### config.mk
export PLATFORM = sky130hd
export DESIGN_NAME = ptom_ctrl
export DESIGN_NICKNAME = d
export VERILOG_FILES = /design/src/ptom_pkg.sv /design/src/ptom_ctrl.sv
export SDC_FILE = /design/constraint.sdc
export NUM_CORES = 1
export LEC_CHECK = 0
export BUFFER_PORTS_ARGS = -buffer_cell sky130_fd_sc_hd__buf_2
export CAP_MARGIN = 40
export CORE_ASPECT_RATIO = 0.75
export CORE_MARGIN = 2
export CORE_UTILIZATION = 30
export DETAILED_ROUTE_END_ITERATION = 12
export GPL_TIMING_DRIVEN = 0
export SYNTH_ARGS = -nofsm -noshare
export SYNTH_HDL_FRONTEND = slang
export SYNTH_SLANG_ARGS = --single-unit
### constraint.sdc
create_clock -name clk -period 3.8 [get_ports clk]
set_clock_uncertainty 0.1 [all_clocks]
set_input_delay 0.76 -clock clk [delete_from_list [all_inputs] [get_ports clk]]
set_output_delay 0.76 -clock clk [all_outputs]
set_load 0.01 [all_outputs]
### src/ptom_pkg.sv
// Package for the price-time order matcher: result kind codes and defaults.
// Used by every module of the block; depends on nothing.
`default_nettype none
package ptom_pkg;
  localparam int MaxOrdersDefault = 64;

  typedef enum logic [2:0] {
    KIND_TRADE     = 3'd0,
    KIND_RESTED    = 3'd1,
    KIND_DUPLICATE = 3'd2,
    KIND_CANCELLED = 3'd3,
    KIND_UNKNOWN   = 3'd4,
    KIND_FULL      = 3'd5
  } kind_t;

  // Commands from the controller to the datapath.
  typedef struct packed {
    logic load;       // capture the input item
    logic scan_start; // clear scan accumulators
    logic scan_step;  // examine slot at scan index
    logic do_cancel;  // invalidate the found slot
    logic do_trade;   // apply a trade against the best slot
    logic do_rest;    // place remainder in the free slot
  } cmd_t;

  // Status from the datapath to the controller.
  typedef struct packed {
    logic scan_done;
    logic id_found;
    logic best_found;
    logic free_found;
    logic qty_zero;
    logic is_cancel;
  } stat_t;
endpackage
`default_nettype wire

### src/ptom_ctrl.sv
// Controller of the order matcher: sequences scans, trades and results.
// Depends on ptom_pkg for command, status and kind codes.
`default_nettype none
module ptom_ctrl (
  input  wire logic           clk,
  input  wire logic           rst,
  input  wire logic           in_valid,
  output logic                in_stall,
  output logic                out_valid,
  input  wire logic           out_stall,
  output ptom_pkg::cmd_t      cmd,
  input  wire ptom_pkg::stat_t stat,
  output ptom_pkg::kind_t     kind,
  output logic                rested_flag,
  output logic                last
);
  typedef enum logic [2:0] {S_IDLE, S_SCAN_ID, S_DECIDE, S_SCAN_BEST, S_MATCH,
                            S_OUT} state_t;
  state_t state;
  logic traded, pend_trade, back_to_match, more;

  assign in_stall = (state != S_IDLE);
  assign more = !stat.qty_zero && stat.best_found;

  always_comb begin
    cmd = '0;
    case (state)
      S_IDLE: begin
        cmd.load = in_valid; cmd.scan_start = in_valid;
      end
      S_SCAN_ID:   cmd.scan_step = !stat.scan_done;
      S_DECIDE: begin
        cmd.do_cancel  = stat.is_cancel && stat.id_found;
        cmd.scan_start = !stat.is_cancel && !stat.id_found;
      end
      S_SCAN_BEST: cmd.scan_step = !stat.scan_done;
      S_MATCH: begin
        if (more) begin
          cmd.do_trade = !pend_trade; cmd.scan_start = !pend_trade;
        end else cmd.do_rest = !stat.qty_zero && stat.free_found;
      end
      default:     ;
    endcase
  end

  // A trade result is held back until the next scan shows whether it is final;
  // it leaves before the next trade overwrites the datapath's result registers.
  always_ff @(posedge clk) begin
    if (rst) begin
      state <= S_IDLE; out_valid <= 1'b0; traded <= 1'b0; pend_trade <= 1'b0;
      back_to_match <= 1'b0;
      kind <= ptom_pkg::KIND_RESTED; rested_flag <= 1'b0; last <= 1'b0;
    end else begin
      case (state)
        S_IDLE: if (in_valid) begin
          state <= S_SCAN_ID; traded <= 1'b0; pend_trade <= 1'b0;
        end
        S_SCAN_ID: if (stat.scan_done) state <= S_DECIDE;
        S_DECIDE: begin
          back_to_match <= 1'b0;
          if (stat.is_cancel || stat.id_found) begin
            kind <= stat.is_cancel ? (stat.id_found ? ptom_pkg::KIND_CANCELLED
                                                    : ptom_pkg::KIND_UNKNOWN)
                                   : ptom_pkg::KIND_DUPLICATE;
            rested_flag <= 1'b0; last <= 1'b1; state <= S_OUT;
          end else state <= S_SCAN_BEST;
        end
        S_SCAN_BEST: if (stat.scan_done) state <= S_MATCH;
        S_MATCH: begin
          if (more && pend_trade) begin
            kind <= ptom_pkg::KIND_TRADE; rested_flag <= 1'b0; last <= 1'b0;
            pend_trade <= 1'b0; back_to_match <= 1'b1; state <= S_OUT;
          end else if (more) begin
            pend_trade <= 1'b1; traded <= 1'b1; state <= S_SCAN_BEST;
          end else begin
            last <= 1'b1; rested_flag <= cmd.do_rest; back_to_match <= 1'b0;
            if (traded) kind <= ptom_pkg::KIND_TRADE;
            else if (stat.qty_zero || cmd.do_rest) kind <= ptom_pkg::KIND_RESTED;
            else kind <= ptom_pkg::KIND_FULL;
            state <= S_OUT;
          end
        end
        S_OUT: begin
          if (!out_valid) out_valid <= 1'b1;
          else if (!out_stall) begin
            out_valid <= 1'b0;
            state <= back_to_match ? S_MATCH : S_IDLE;
          end
        end
        default: state <= S_IDLE;
      endcase
    end
  end
endmodule
`default_nettype wire

==> metrics.md <==
| Metric | Value |
|---|---|
| Clk buf depth | 2 |
| Critical path, cell by cell | or3b_1 -> buf_2 -> or3_4 -> nand2_1 -> buf_2 |
| Peak VDD IR | about 0.18 mV |
| Layout area overhead | 25.68% |
| Initial antenna violation count | 0 |
| Met2 WL post-DR | between 700 and 800 µm |
| Die Ht | between 40 and 50 µm |
| First-pass GRT wire length | 2898 µm |
| Setup_tns | 0 ns |
| Layout cells sized above 1 | 0.3153 |
| Largest cells by area after synthesis | dfxtp_1, nor2_1, a21oi_1 |
| Leak | about 0.00037 µW |
| Synth Warn # | 0 |
| Area leader, netlist | dfxtp_1 |
| # Post-CTS Setup Buffers | 0 |
| Final WL | 1717 µm |
| Crit Path Category | reg2out |
| RR Endpoint | kind[0] |
| CP startpoint | state[2] |
| M1 wire length | just under 900 µm |
| Final WS setup | ~1.1 ns |
| Average wire per standard cell | 12.72 µm |
| Clk sink count | 12 |
| Status | finished, final reports clean |
| Detail Route Antenna Nets | 0 |
| FP Rows | 14 |
| Worst setup endpoint | cmd[4] |
| Worst Setup Start Kind | register |
| Multi-input gate area | slightly above 400 µm² |
| Required time worst endpoint | 2.94 ns |
| Setup Slack @ Placement | 1.268 ns |
| Slowest CP cell | or3_4 |
| Diode count | 0 |
| Root Driver | clkbuf_4 |
| Final Hold Viols | 0 |
| Max layer used | met4 |
| Vias in the first global route | around 620 |
| Worst-Margin Slew | 0.5264 ns |
| Max FO, Critical Path | 8 |
| Seq/Total Area, Yosys | 0.3497 |
| Die Area | about 2700 µm² |
| Post-CTS Resized | 0 |
| H-tree depth | 1 |
| Period utilization | 0.7070 |
| Worst path max stage delay | 0.41 ns |
| Fillers | 220 |
| CP most frequent cell | buf_2 |
| FF-to-FF setup slack | just over 2 ns |
| Largest net degree at the start of global routing | 11 |
| # IOs | 23 |
| Die W | 59.26 µm |
| Hold WC Path Type | reg2reg |
| Core Util, Final | 0.4142 |
| CTS tree | built |
| Clock Pin Slew Worst Setup and Hold Paths | 0.08 ns |
| Count of different cell masters after synthesis | 37 |
| Nets@finish | roughly 120 |
| Final hold slack | between 0.3 and 0.4 ns |
| Top-area cell type share of the netlist area | 0.3497 |
| Max Cap Viol | 0 |
| Syn nets | 95 |
| Final number of setup-violating endpoints | 0 |
| Gpl congestion | about 0.8 |
| Worst hold stages | 2 |
| Fmax | 372.2 MHz |
| Slew margin rel. | 0.6491 |
| GRT Util Overall | 0.1469 |
| Critical path capture point type | output pin |
| Final HPWL DP | 1287 µm |
| Syn_area_per_cell | ~8 µm² |
| Met3 Routed Length | around 98 µm |
| Register bit total from synthesis | 12 |
| Via density per instance | approximately 5.2 |
| Area of the core | about 2100 µm² |
| Total power | between 300 and 400 µW |
| Worst reg2reg path depth | 5 |
| Via count | ~700 |
| Mapped Area | roughly 690 µm² |
| Tmin final | 2.687 ns |
| Cells after Synth | 85 |
| DRC Markers | 0 |
| RSZ-0062 raised after global routing | false |
| PortBufs | 22 |
| Sequential Area | roughly 240 µm² |
| Initial DRC Count | 18 |
| PwrDens | about 360 nW/µm² |
| Number of hold buffers added after cts | 0 |
| First-pass iteration count of the detailed router | 4 |
| RR Startpoint | state[1] |
| Initial Util | 0.3295 |
| Max Slew Vio Count | 0 |
| Clock Latency Late Sink | around 0.28 ns |
| Num CTS Buffers | 3 |
| Grt ovf | 0 |
| Worst EP arrival | approximately 1.8 ns |
worst max-delay path: cells and delay by family, from the launching register on:
family / cells / cell delay [ns]
DFF: 1 / 0.39
and+or+nand+nor: 3 / 0.84
buffers and inverters: 2 / 0.31
power by group:
group,total [µW],switching (µW),leakage (µW),internal [µW]
Sequential,135,3.81,0.0000973,132
Clock,104,46.0,0.0000210,58.3
Combinational,70.1,40.5,0.000255,29.6
Total,310,90.4,0.000373,219
area by class of cell:
cell class              instances  share of cell area
plain buffers                   5             0.02754
clock buffers                   4             0.04203
inverters                       4             0.01739
multi-input cells              64              0.4725
flip-flops and latches         12              0.2783
well taps                      24             0.03478
repair buffers                 22              0.1275
cells in the final DEF (no fill, tap or decap), types with 2 or more instances in the layout:
master    Yosys  final
nand3b_1      2      2
nor3b_1       3      3
inv_1         3      3
nand2_1       3      3
nor2b_1       3      3
clkbuf_1      3      3
a311oi_1      2      2
a221oi_1      2      2
or3_1         2      2
clkbuf_4      0      3
dfxtp_1      12     12
o21a_1        2      2
nor3_1        5      5
nor2_1       12     12
buf_2         1     23
a21oi_1       8      8
through the flow:
stage / std cells / area [µm²]
floorplan: 85 / 686.9
global placement: 131 / 827.0
detailed placement: 131 / 827.0
CTS: 135 / 863.3
global route: 135 / 863.3
finish: 135 / 863.3
cell families after synthesis:
group	share of synthesized area
buf+inv	0.05646
xor+xnor	0.01275
simple gates	0.3352
compound gates	0.2295
flops	0.3497
mux	0.01639
synthesized netlist by cell type:
cell type,count
a221oi_1,2
a211oi_2,1
mux2_2,1
nand2b_1,1
o21bai_1,1
nor2b_1,3
o22a_1,1
a22oi_1,1
nor4b_1,1
a211oi_1,1
or3_4,1
o21a_1,2
or3_1,2
nor4_1,1
inv_1,3
o21ai_1,1
buf_4,1
or3b_4,1
o21ai_0,1
nand3b_1,2
nor3b_1,3
inv_2,1
nor4b_2,1
nand2_1,3
nor2_1,12
dfxtp_1,12
clkbuf_1,3
xor2_1,1
nor2_2,1
nor3_1,5
and3_1,1
or3b_1,1
buf_2,1
o31ai_1,1
o22ai_1,1
a21oi_1,8
a311oi_1,2
worst min path at each step:
stage / start / end / slack [ns]
2_1_floorplan: back_to_match / back_to_match / 0.35
3_3_place_gp: rested_flag / rested_flag / 0.37
3_5_place_dp: back_to_match / back_to_match / 0.39
4_1_cts: kind[2] / kind[2] / 0.40
5_1_grt: kind[2] / kind[2] / 0.43
6_report: kind[2] / kind[2] / 0.40
per-layer routing:
layer / vias to the layer above / global-route usage
met4: 0 / 0.02727
li1: 361 / -
met5: - / 0
met1: 320 / 0.2014
met3: 2 / 0.06250
met2: 16 / 0.2176
state kept, by name (all words and copies together) (netlist names):
name and flops:
back_to_match 1, kind 3, last 1, out_valid 1
pend_trade 1, rested_flag 1, state 3, traded 1
No activity file was read; power rests on OpenSTA's default activity.
